`config.mk`:
```
export PLATFORM = sky130hd
export DESIGN_NAME = planar_tile_rle_decoder_core
export DESIGN_NICKNAME = d
export VERILOG_FILES = /design/src/rtl/core/ptrd_pkg.sv /design/src/rtl/core/ptrd_csr.sv /design/src/rtl/core/ptrd_in_stage.sv /design/src/rtl/core/ptrd_parser.sv /design/src/rtl/core/ptrd_out_stage.sv /design/src/rtl/core/planar_tile_rle_decoder_core.sv
export SDC_FILE = /design/constraint.sdc
export NUM_CORES = 1
export LEC_CHECK = 0
export BUFFER_PORTS_ARGS = -buffer_cell sky130_fd_sc_hd__buf_2
export CORE_MARGIN = 2
export CORE_UTILIZATION = 57
export CTS_CLUSTER_SIZE = 20
export DETAILED_ROUTE_END_ITERATION = 12
export PLACE_DENSITY_LB_ADDON = 0.12
export RECOVER_POWER = 50
export SLEW_MARGIN = 20
export SYNTH_ARGS = -nofsm -noshare
export SYNTH_HDL_FRONTEND = slang
export SYNTH_SLANG_ARGS = --single-unit
```
`constraint.sdc`:
```
create_clock -name clock -period 10.8 [get_ports clock]
set_clock_uncertainty 0.05 [all_clocks]
set_input_delay 0.54 -clock clock [delete_from_list [all_inputs] [get_ports clock]]
set_output_delay 0.54 -clock clock [all_outputs]
set_load 0.005 [all_outputs]
```
`src/rtl/core/ptrd_pkg.sv`:
```
`default_nettype none
// ----------------------------------------------------------------------------
// ptrd_pkg : shared types and helpers for the planar tile rle decoder
// Word layouts, parse phases, register indexes and the range clamps.
// ----------------------------------------------------------------------------
package ptrd_pkg;

   localparam int TILE_EDGE    = 64;
   localparam int MAX_CHANNELS = 4;

   localparam int CHAN_CFG_W = 3;
   localparam int EDGE_W     = 7;
   localparam int AREA_W     = 13;
   localparam int RUN_W      = 16;
   localparam int CHAN_IDX_W = 3;
   localparam int CSR_IDX_W  = 2;
   localparam int CSR_DATA_W = 7;

   localparam logic [CSR_IDX_W-1:0] CSR_CHANNELS = 2'd0;
   localparam logic [CSR_IDX_W-1:0] CSR_WIDTH    = 2'd1;
   localparam logic [CSR_IDX_W-1:0] CSR_HEIGHT   = 2'd2;

   localparam logic [7:0]       LITERAL_BASE = 8'd128;
   localparam logic [RUN_W-1:0] LONG_MARK    = 16'd128;

   typedef enum logic [2:0] {
      PH_OPCODE,
      PH_LEN_HI,
      PH_LEN_LO,
      PH_REPVAL,
      PH_LITERAL,
      PH_DONE
   } phase_type;

   typedef struct packed {
      logic [7:0] data_byte;
      logic       start_tile;
   } req_type;

   typedef struct packed {
      logic [1:0]  channel;
      logic [11:0] pixel_start;
      logic [12:0] run_length;
      logic [7:0]  fill_value;
      logic        tile_done;
      logic        overrun;
   } rsp_type;

   typedef struct packed {
      logic [CHAN_CFG_W-1:0] channels_in_use;
      logic [EDGE_W-1:0]     tile_width;
      logic [EDGE_W-1:0]     tile_height;
   } cfg_type;

   function automatic logic [CHAN_CFG_W-1:0] clamp_channels(input logic [CHAN_CFG_W-1:0] v);
      logic [CHAN_CFG_W-1:0] r;
      if (v == '0) r = CHAN_CFG_W'(1);
      else if (v > CHAN_CFG_W'(MAX_CHANNELS)) r = CHAN_CFG_W'(MAX_CHANNELS);
      else r = v;
      return r;
   endfunction

   function automatic logic [EDGE_W-1:0] clamp_edge(input logic [EDGE_W-1:0] v);
      logic [EDGE_W-1:0] r;
      if (v == '0) r = EDGE_W'(1);
      else if (v > EDGE_W'(TILE_EDGE)) r = EDGE_W'(TILE_EDGE);
      else r = v;
      return r;
   endfunction

endpackage
`default_nettype wire

```
`src/rtl/core/ptrd_csr.sv`:
```
`default_nettype none
// ----------------------------------------------------------------------------
// ptrd_csr : configuration registers
// Holds channel count and tile size; always ready for a write.
// ----------------------------------------------------------------------------
module ptrd_csr (
   input  wire logic                             clock,
   input  wire logic                             reset,
   input  wire logic                             csr_valid,
   output logic                                  csr_ready,
   input  wire logic [ptrd_pkg::CSR_IDX_W-1:0]   csr_index,
   input  wire logic [ptrd_pkg::CSR_DATA_W-1:0]  csr_wdata,
   output ptrd_pkg::cfg_type                     cfg
);
   import ptrd_pkg::*;

   cfg_type cfg_ff, cfg_in;

   assign csr_ready = 1'b1;
   assign cfg       = cfg_ff;

   always_comb begin
      cfg_in = cfg_ff;
      if (csr_valid) begin
         case (csr_index)
            CSR_CHANNELS: cfg_in.channels_in_use = csr_wdata[CHAN_CFG_W-1:0];
            CSR_WIDTH:    cfg_in.tile_width      = csr_wdata[EDGE_W-1:0];
            CSR_HEIGHT:   cfg_in.tile_height     = csr_wdata[EDGE_W-1:0];
            default:      cfg_in = cfg_ff;
         endcase
      end
   end

   always_ff @(posedge clock) begin
      if (reset) begin
         cfg_ff.channels_in_use <= CHAN_CFG_W'(MAX_CHANNELS);
         cfg_ff.tile_width      <= EDGE_W'(TILE_EDGE);
         cfg_ff.tile_height     <= EDGE_W'(TILE_EDGE);
      end else begin
         cfg_ff <= cfg_in;
      end
   end

endmodule
`default_nettype wire

```
`src/rtl/core/ptrd_in_stage.sv`:
```
`default_nettype none
// ----------------------------------------------------------------------------
// ptrd_in_stage : input register
// Captures one compressed byte; moves on when the result side has room.
// ----------------------------------------------------------------------------
module ptrd_in_stage (
   input  wire logic              clock,
   input  wire logic              reset,
   input  wire logic              req_valid,
   output logic                   req_stall,
   input  wire ptrd_pkg::req_type req_data,
   input  wire logic              advance,
   output logic                   step,
   output ptrd_pkg::req_type      held
);
   import ptrd_pkg::*;

   logic    valid_ff, valid_in;
   req_type data_ff;
   logic    accept;

   assign step      = valid_ff && advance;
   assign req_stall = valid_ff && !advance;
   assign accept    = req_valid && !req_stall;
   assign held      = data_ff;

   always_comb begin
      valid_in = valid_ff;
      if (accept) valid_in = 1'b1;
      else if (step) valid_in = 1'b0;
   end

   always_ff @(posedge clock) begin
      if (reset) valid_ff <= 1'b0;
      else valid_ff <= valid_in;
   end

   always_ff @(posedge clock) begin
      if (accept) data_ff <= req_data;
   end

endmodule
`default_nettype wire

```
`src/rtl/core/ptrd_parser.sv`:
```
`default_nettype none
// ----------------------------------------------------------------------------
// ptrd_parser : run-length parse state and write descriptor forming
// One byte per step: opcode, long length, repeat value or literal byte.
// ----------------------------------------------------------------------------
module ptrd_parser (
   input  wire logic              clock,
   input  wire logic              reset,
   input  wire logic              step,
   input  wire ptrd_pkg::req_type held,
   input  wire ptrd_pkg::cfg_type cfg,
   output logic                   emit,
   output ptrd_pkg::rsp_type      result
);
   import ptrd_pkg::*;

   phase_type             phase_ff, phase_in;
   logic [RUN_W-1:0]      rr_ff, rr_in;
   logic                  lit_ff, lit_in;
   logic [7:0]            lhb_ff, lhb_in;
   logic [CHAN_IDX_W-1:0] ch_ff, ch_in;
   logic [AREA_W-1:0]     pos_ff, pos_in;
   logic [AREA_W-1:0]     ppc_ff, ppc_in;

   phase_type             cur_phase;
   logic [RUN_W-1:0]      cur_rr;
   logic                  cur_lit;
   logic [7:0]            cur_lhb;
   logic [CHAN_IDX_W-1:0] cur_ch;
   logic [AREA_W-1:0]     cur_pos;
   logic [AREA_W-1:0]     cur_ppc;

   logic [AREA_W-1:0]     area;
   logic [CHAN_CFG_W-1:0] nch;
   logic [AREA_W-1:0]     left;
   logic                  over;
   logic                  last_ch;
   logic [AREA_W-1:0]     count;
   logic [AREA_W:0]       pos_sum;
   logic [RUN_W-1:0]      run_len;
   logic                  load_run;
   logic                  end_run;
   logic [7:0]            b;

   assign b    = held.data_byte;
   assign area = AREA_W'(clamp_edge(cfg.tile_width)) * AREA_W'(clamp_edge(cfg.tile_height));
   assign nch  = clamp_channels(cfg.channels_in_use);

   always_comb begin
      // start of tile abandons whatever was in progress
      if (held.start_tile) begin
         cur_ppc   = area;
         cur_ch    = '0;
         cur_pos   = '0;
         cur_rr    = '0;
         cur_lit   = 1'b0;
         cur_lhb   = '0;
         cur_phase = PH_OPCODE;
      end else begin
         cur_ppc   = ppc_ff;
         cur_ch    = ch_ff;
         cur_pos   = pos_ff;
         cur_rr    = rr_ff;
         cur_lit   = lit_ff;
         cur_lhb   = lhb_ff;
         cur_phase = phase_ff;
      end

      left    = cur_ppc - cur_pos;
      over    = cur_rr > RUN_W'(left);
      last_ch = ({1'b0, cur_ch} + 4'd1) >= {1'b0, nch};
      count   = over ? left : cur_rr[AREA_W-1:0];

      phase_in = cur_phase;
      rr_in    = cur_rr;
      lit_in   = cur_lit;
      lhb_in   = cur_lhb;
      ch_in    = cur_ch;
      pos_in   = cur_pos;
      ppc_in   = cur_ppc;

      emit     = 1'b0;
      result   = '0;
      run_len  = '0;
      load_run = 1'b0;
      end_run  = 1'b0;
      pos_sum  = '0;

      if (cur_ppc != '0) begin
         case (cur_phase)
            PH_OPCODE: begin
               if (b >= LITERAL_BASE) begin
                  lit_in  = 1'b1;
                  run_len = RUN_W'(9'd256 - {1'b0, b});
               end else begin
                  lit_in  = 1'b0;
                  run_len = RUN_W'({1'b0, b} + 9'd1);
               end
               if (run_len == LONG_MARK) phase_in = PH_LEN_HI;
               else load_run = 1'b1;
            end
            PH_LEN_HI: begin
               lhb_in   = b;
               phase_in = PH_LEN_LO;
            end
            PH_LEN_LO: begin
               run_len  = {cur_lhb, b};
               load_run = 1'b1;
            end
            PH_REPVAL: begin
               if (cur_rr == '0) begin
                  phase_in = PH_OPCODE;
               end else begin
                  pos_sum = {1'b0, cur_pos} + {1'b0, count};
                  emit    = 1'b1;
                  result.channel     = cur_ch[1:0];
                  result.pixel_start = cur_pos[11:0];
                  result.run_length  = count;
                  result.fill_value  = b;
                  result.tile_done   = (pos_sum >= {1'b0, cur_ppc}) && last_ch;
                  result.overrun     = over;
                  pos_in  = pos_sum[AREA_W-1:0];
                  rr_in   = '0;
                  end_run = 1'b1;
               end
            end
            PH_LITERAL: begin
               if (cur_pos < cur_ppc) begin
                  pos_sum = {1'b0, cur_pos} + (AREA_W+1)'(1);
                  emit    = 1'b1;
                  result.channel     = cur_ch[1:0];
                  result.pixel_start = cur_pos[11:0];
                  result.run_length  = AREA_W'(1);
                  result.fill_value  = b;
                  result.tile_done   = (pos_sum >= {1'b0, cur_ppc}) && last_ch;
                  result.overrun     = over;
                  pos_in  = pos_sum[AREA_W-1:0];
               end
               // bytes past the channel end are swallowed
               rr_in = cur_rr - RUN_W'(1);
               if (rr_in == '0) end_run = 1'b1;
            end
            default: begin
               phase_in = cur_phase;
            end
         endcase
      end

      if (load_run) begin
         rr_in = run_len;
         if (!lit_in) phase_in = PH_REPVAL;
         else if (run_len == '0) phase_in = PH_OPCODE;
         else phase_in = PH_LITERAL;
      end

      if (end_run) begin
         phase_in = PH_OPCODE;
         if (pos_in >= cur_ppc) begin
            pos_in = '0;
            ch_in  = cur_ch + CHAN_IDX_W'(1);
            if (ch_in >= nch || ch_in == '0) phase_in = PH_DONE;
         end
      end

      if (!step) emit = 1'b0;
   end

   always_ff @(posedge clock) begin
      if (reset) begin
         phase_ff <= PH_OPCODE;
         rr_ff    <= '0;
         lit_ff   <= 1'b0;
         lhb_ff   <= '0;
         ch_ff    <= '0;
         pos_ff   <= '0;
         ppc_ff   <= '0;
      end else if (step) begin
         phase_ff <= phase_in;
         rr_ff    <= rr_in;
         lit_ff   <= lit_in;
         lhb_ff   <= lhb_in;
         ch_ff    <= ch_in;
         pos_ff   <= pos_in;
         ppc_ff   <= ppc_in;
      end
   end

endmodule
`default_nettype wire

```
`src/rtl/core/ptrd_out_stage.sv`:
```
`default_nettype none
// ----------------------------------------------------------------------------
// ptrd_out_stage : result register
// Holds one descriptor word until the consumer takes it.
// ----------------------------------------------------------------------------
module ptrd_out_stage (
   input  wire logic              clock,
   input  wire logic              reset,
   input  wire logic              load,
   input  wire ptrd_pkg::rsp_type result,
   output logic                   advance,
   output logic                   rsp_valid,
   input  wire logic              rsp_stall,
   output ptrd_pkg::rsp_type      rsp_data
);
   import ptrd_pkg::*;

   logic    valid_ff, valid_in;
   rsp_type data_ff;

   // room when empty or when the held word leaves this cycle
   assign advance   = !valid_ff || !rsp_stall;
   assign rsp_valid = valid_ff;
   assign rsp_data  = data_ff;

   always_comb begin
      valid_in = valid_ff && rsp_stall;
      if (load) valid_in = 1'b1;
   end

   always_ff @(posedge clock) begin
      if (reset) valid_ff <= 1'b0;
      else valid_ff <= valid_in;
   end

   always_ff @(posedge clock) begin
      if (load) data_ff <= result;
   end

endmodule
`default_nettype wire

```
`src/rtl/core/planar_tile_rle_decoder_core.sv`:
```
`default_nettype none
// ----------------------------------------------------------------------------
// planar_tile_rle_decoder_core : planar tile run-length decoder
// Turns compressed tile bytes into pixel write descriptors per channel plane.
// ----------------------------------------------------------------------------
//  channel  dir  handshake          word
//  req      in   req_valid/stall    data_byte, start_tile
//  rsp      out  rsp_valid/stall    channel, pixel_start, run_length, ...
//  csr      in   csr_valid/ready    csr_index, csr_wdata
//
//  One byte per cycle sustained unless the result side stalls. Any descriptor
//  a byte forms is registered into the result register as the byte leaves the
//  input register. The parse step (one small multiply for the tile area, one
//  subtract and compare) sets the cycle. Synchronous reset clears the parse
//  state; no byte is decoded until a start of tile. A stalled result holds the
//  input register, and the input stalls only while both registers are full.
// ----------------------------------------------------------------------------
module planar_tile_rle_decoder_core (
   input  wire logic                             clock,
   input  wire logic                             reset,
   input  wire logic                             req_valid,
   output logic                                  req_stall,
   input  wire ptrd_pkg::req_type                req_data,
   output logic                                  rsp_valid,
   input  wire logic                             rsp_stall,
   output ptrd_pkg::rsp_type                     rsp_data,
   input  wire logic                             csr_valid,
   output logic                                  csr_ready,
   input  wire logic [ptrd_pkg::CSR_IDX_W-1:0]   csr_index,
   input  wire logic [ptrd_pkg::CSR_DATA_W-1:0]  csr_wdata
);
   import ptrd_pkg::*;

   cfg_type cfg;
   req_type held;
   rsp_type result;
   logic    advance;
   logic    step;
   logic    emit;

   ptrd_csr u_csr (
      .clock     (clock),
      .reset     (reset),
      .csr_valid (csr_valid),
      .csr_ready (csr_ready),
      .csr_index (csr_index),
      .csr_wdata (csr_wdata),
      .cfg       (cfg)
   );

   ptrd_in_stage u_in (
      .clock     (clock),
      .reset     (reset),
      .req_valid (req_valid),
      .req_stall (req_stall),
      .req_data  (req_data),
      .advance   (advance),
      .step      (step),
      .held      (held)
   );

   ptrd_parser u_parser (
      .clock  (clock),
      .reset  (reset),
      .step   (step),
      .held   (held),
      .cfg    (cfg),
      .emit   (emit),
      .result (result)
   );

   ptrd_out_stage u_out (
      .clock     (clock),
      .reset     (reset),
      .load      (emit),
      .result    (result),
      .advance   (advance),
      .rsp_valid (rsp_valid),
      .rsp_stall (rsp_stall),
      .rsp_data  (rsp_data)
   );

endmodule
`default_nettype wire

```
==> impl_metrics.tcl, run 1 <==
set metrics [dict create \
    run_status "finished clean" \
    internal_power_uw 994 \
    met3_wirelength_mm 2.82 \
    dominant_cell_by_count_in_the_synthesized_netlist "nor2_1" \
    clock_tree_from_tritoncts "yes" \
    drt-pass1-iter-count 6 \
    ctsRootBufferMaster "clkbuf_16" \
    netlist_area_sq_mm 0.0109 \
    postSynthNetCount 1469 \
    yosys.area.top_type "dfxtp_1" \
    via_count 10500 \
    worst-endpoint-arrival_ps 10840 \
    netlist.area_leader.share 0.140 \
    syn_avg_cell_area_sq_um 8.31 \
    synth_edf_count 46 \
    top_cell_types_by_occurrence_after_synthesis "nor2_1 (142), ha_1 (114), nand2_1 (103)" \
    critical_path_class "reg2reg" \
    grt_start_max_net_pins 67 \
    route.met2.wl_mm 14.7 \
    antenna_found_initial 0 \
    global_route_wire_length_before_repair_mm 49.8 \
    preCtsSetupSlack_ps -35.1 \
    share_of_layout_cells_above_drive_strength_1 0.166 \
    path_buf_inv 7 \
    max_clock_freq_ghz 0.0950 \
    power.leakage_uw 0.00595 \
    setup_viol_count_final 0 \
    ys_seq_elements 122 \
    grt_overflow_total 0 \
    start_kind "register" \
    power.density_mw_per_mm2 115 \
    layout_min_cycle_time_ps 10530 \
    post_synth_main_area_contributors "dfxtp_1 (14%), ha_1 (13%), edfxtp_1 (13%)" \
    clock_path_buffers 2 \
    clock_transition_at_the_register_clock_pins_on_the_worst_setup_and_hold_paths_after_cts_ps 70 \
    ys_types 80 \
    track_usage 0.311 \
    placement_rows 50 \
    drv_slew 0 \
    core_area_sq_mm 0.0187 \
    initial_core_util 0.581 \
    die_area_sq_mm 0.0202 \
    dieWidth_microns 142 \
    worst_path_max_delay_cell "or4_4" \
    route.detailed.wl_per_inst_microns 19.6 \
    report.final.hold_viol_count 0 \
    routed.top_layer "met4" \
    critical_path_maximum_fanout 8 \
    fill_cells 1530 \
    via_count_of_the_first_global_routing_pass 9620 \
    cts_num_sinks 122 \
    place.detailed.hpwl_mm 23.2 \
    postRouteAntennaNets 0 \
    drt-met1-wl_mm 13.7 \
    combinational_share_of_power 0.248 \
    drt-vias-per-instance 6.36 \
    worstSetupEndpointType "register" \
    hp-class "in2reg" \
    numCtsBuffers 17 \
    relative_contribution_of_sequential_cells_to_total_power 0.347 \
    path_delay_family "adder cells" \
    period_share 0.975 \
    area_delta_synth_final_pct 17.5 \
    h-tree-depth 4 \
    rsz0062_at_grt "yes" \
    drt_iter0_markers 900 \
    synth_cells 1307 \
    num_antenna_cells 0 \
    fp.dieH_microns 142 \
    postSynth.topFlopCell "dfxtp_1" \
    crit_path_max_incr_delay_ps 540 \
    tightest_slew_ps 1040 \
    ys.warnings.count 0 \
    design_power_total_uw 1470 \
    number_of_max_capacitance_violations_reported 0 \
    drc 0 \
    switching_share 0.324 \
    detailed_place.area_sq_mm 0.0117 \
    final_area_sq_mm 0.0128 \
    synth.yosys.seq_area_share 0.267 \
    layout.nets 1562 \
    worst_skew_pair.late_latency_ps 430 \
    port_buffers 61 \
    slew_headroom 0.302 \
    vdd_drop_max_mv 0.127 \
    gp_congestion 0.942 \
    power.share.clock 0.405 \
    ioPinCount 63 \
    power.switching_uw 476 \
    routed_wl_mm 32.3 \
    setup_slack_ps 270 \
    proportion_of_register_bits_with_asynchronous_set_or_reset_after_synthesis 0 \
    worst-endpoint-required_ps 11120 \
]
placed cells by master, fill, tap and decap left out, drive strengths merged, types with 13 or more instances in the layout:
master  synthesis  final
buf            13    110
and3           42     42
fa             25     25
mux2i          24     24
nand3          28     28
xor2           16     16
a211oi         18     18
xnor2          33     33
a21oi          82     82
a22o           13     13
a21o           32     32
edfxtp         46     46
o21a           20     20
inv            85     92
dfxtp          76     76
nor3           34     34
clkbuf         46     45
o21ai          64     64
ha            114    114
a22oi          25     25
nand2         103    103
nor2          142    142
and2           24     24
nor2b          30     30
path summary, 6_finish.rpt:
path,startpoint,endpoint,slack (ps),cells after the start
max,u_csr.cfg[11],u_parser.pos_ff[6],270,46
min,req_data[8],u_in.held[8],230,1
max reg2reg,u_csr.cfg[11],u_parser.pos_ff[6],270,46
min reg2reg,u_parser.ppc_ff[5],u_parser.ppc_ff[5],400,2
logic make-up (layout without fill, tap and decap cells):
family / Yosys count / after routing / share of synthesized area
other: 1 / 1 / 0.000345
adder cells (fa/ha/maj): 141 / 141 / 0.179
AND/OR/NAND/NOR: 470 / 470 / 0.212
flip-flops: 122 / 122 / 0.267
XOR/XNOR: 49 / 49 / 0.0395
buffers and inverters: 144 / 250 / 0.0523
multiplexers: 35 / 35 / 0.0335
AO/OA/AOI/OAI: 345 / 345 / 0.216
metrics by stage:
stage | TNS (ps) | instances | hold slack [ps] | utilization
final | 0 | 1647 | 228 | 0.682
after detailed placement | -118 | 1598 | 396 | 0.623
after global placement | 0 | 1598 | 386 | 0.623
after CTS | 0 | 1630 | 222 | 0.657
after global routing | -2120 | 1647 | 229 | 0.682
after floorplan | 0 | 1307 | 377 | -
power groups by stage:
stage | clock network, uW | logic, uW | registers [uW]
finish | 595 | 365 | 510
global route | 616 | 395 | 512
CTS | 599 | 325 | 509
detailed placement | 0 | 321 | 519
global placement | 0 | 317 | 518
floorplan | 0 | 243 | 508
timing repair:
item	CTS	global route
hold buffers	0	0
endpoints found under the setup margin	18	18
pin swaps	2	58
gates resized for setup	2	82
buffers inserted	0	16
cloned	0	1
metal layers:
metal  vias up  global-route usage
met5         -                   0
met4         0               0.120
met3        91              0.0589
met2       525               0.497
met1      4933               0.419
li1       4918                   -
sequential cells by signal, indices dropped and copies added, names as in the netlist:
signal / count
u_out.rsp_data: 37
u_csr.cfg: 17
u_parser.rr_ff: 16
u_parser.pos_ff: 13
u_parser.ppc_ff: 13
u_in.held: 9
u_parser.lhb_ff: 8
u_parser.ch_ff: 3
u_parser.phase_ff: 3
u_in.valid_ff: 1
u_out.rsp_valid: 1
u_parser.lit_ff: 1
area by class of cell:
class / count / area (sq um) / area share
multi-input cells: 1041 / 7800 / 0.611
flip-flops and latches: 122 / 2910 / 0.228
repair buffers: 133 / 831 / 0.0651
clock buffers: 22 / 529 / 0.0415
inverters: 85 / 319 / 0.0250
well taps: 234 / 293 / 0.0229
clock inverters: 10 / 88.8 / 0.00696
No activity file was read; power rests on OpenSTA's default activity.
==> run 2, diff against run 1 <==
CORE_MARGIN = default   (was 2)
RECOVER_POWER = default   (was 50)
==> run 2 against run 1 <==
Compared with the run above:
- largest cell class unchanged
- utilization is 0.43 points higher
- sequential cell count stayed put
- sequential share of layout area is 0.14 points lower
- sequential power about the same
- register-to-register slack got worse by 30 ps
- critical path depth up 5
- largest power group unchanged
- cell area rose by 0.63%
- global-route usage up 1.6 points
- clock power shrank 7.1%
==> impl_metrics.tcl, run 2 (same netlist as run 1, synthesis figures left out) <==
set metrics [dict create \
    timing.hold.ws_ps 226 \
    layout.cells.most_common_list "nor2_1 (140), nand2_1 (103), ha_1 (101), inv_1 (80), buf_4 (79)" \
    period_share 0.978 \
    placedCellCount 1604 \
    num_antenna_cells 0 \
    worstSetupEndpointType "register" \
    path_buf_inv 10 \
    max_clock_freq_ghz 0.0947 \
    fill_cells 1534 \
    drt-vias-per-instance 6.32 \
    via_count 10500 \
    grt_overflow_total 0 \
    power.leakage_uw 0.00607 \
    power.density_mw_per_mm2 112 \
    hp-class "in2reg" \
    r2r_setup_slack_ps 240 \
    drt-pass1-iter-count 5 \
    cts_num_sinks 122 \
    report.final.hold_viol_count 0 \
    setup_viol_count_final 0 \
    layout.nets 1575 \
    ctsRootBufferMaster "clkbuf_16" \
    numCtsBuffers 17 \
    track_usage 0.327 \
    placement_rows 50 \
    vdd_drop_max_mv 0.124 \
    clock_tree_from_tritoncts "yes" \
    gp_congestion 0.964 \
    design_power_total_uw 1440 \
    place.detailed.hpwl_mm 23.5 \
    tightest_slew_ps 1110 \
    drt_iter0_markers 941 \
    global_route_wire_length_before_repair_mm 50.7 \
    drv_slew 0 \
    final_cell_count_without_fillers 1660 \
    clock_path_buffers 2 \
    slew_headroom 0.258 \
    critical_path_maximum_fanout 6 \
    antenna_found_initial 0 \
    run_status "finished clean" \
    area_delta_synth_final_pct 18.2 \
    die_area_sq_mm 0.0196 \
    fp.dieH_microns 140 \
    port_buffers 61 \
    critical_path_class "reg2reg" \
    sequential_cell_area_sq_mm 0.00291 \
    critPathMostFrequentCell "a21oi_2" \
    drc 0 \
    tns_ps 0 \
    worst-endpoint-arrival_ps 10880 \
    route.detailed.wl_per_inst_microns 19.6 \
    path_delay_family "compound AO/OA/AOI/OAI gates" \
    via_count_of_the_first_global_routing_pass 9711 \
    dieWidth_microns 140 \
    postRouteAntennaNets 0 \
    routed_wl_mm 32.6 \
    worst_path_max_delay_cell "or4_1" \
    worst-endpoint-required_ps 11110 \
    ioPinCount 63 \
    layout_min_cycle_time_ps 10560 \
    initial_core_util 0.581 \
    largest_reg_flops 37 \
    start_kind "register" \
    core_area_sq_mm 0.0187 \
    clock_transition_at_the_register_clock_pins_on_the_worst_setup_and_hold_paths_after_cts_ps 60 \
    mostFrequentLayoutCell "nor2_1" \
    setup_slack_ps 236 \
    h-tree-depth 4 \
    number_of_max_capacitance_violations_reported 0 \
    grt_start_max_net_pins 67 \
    preCtsSetupSlack_ps -108 \
    crit_path_max_incr_delay_ps 530 \
    multi_input_comb_area_sq_mm 0.00780 \
    worst_skew_pair.late_latency_ps 440 \
    share_of_layout_cells_above_drive_strength_1 0.188 \
]
[run 2: metrics by stage]
stage	utilization	area, sq um
after global routing	0.687	12800
final	0.687	12800
after CTS	0.661	12400
after floorplan	-	10900
after detailed placement	0.626	11700
after global placement	0.625	11700
[run 2: final timing paths]
kind | start | to | cells after the start
setup reg to reg | u_csr.cfg[10] | u_parser.ch_ff[1] | 51
hold reg to reg | u_parser.ppc_ff[0] | u_parser.ppc_ff[0] | 2
hold / removal | req_data[2] | u_in.held[2] | 1
setup / recovery | u_csr.cfg[10] | u_parser.ch_ff[1] | 51
[run 2: routing by layer]
layer	up-vias	track usage	part of all wire
met1	4959	0.445	0.44
met3	81	0.0427	0.075
met2	505	0.532	0.46
met5	-	0	0
li1	4951	-	-
met4	0	0.119	0.028
[run 2: layout make-up]
class,count,share of cell area
well taps,234,0.0228
inverters,85,0.0248
clock inverters,13,0.00721
multi-input cells,1041,0.607
repair buffers,146,0.0759
flip-flops and latches,122,0.226
clock buffers,19,0.0361
[run 2: where the power goes]
| part | leakage [uW] | switching, uW | total (uW) | internal [uW] |
|---|---|---|---|---|
| clock | 0.000275 | 240 | 553 | 314 |
| combinational | 0.00469 | 220 | 375 | 155 |
| sequential | 0.00111 | 20.2 | 508 | 488 |
[run 2: what timing repair did]
action	CTS	global route
hold buffers	0	0
pin swaps	5	37
setup endpoints to repair	18	19
buffers inserted	9	15
gates resized for setup	7	68
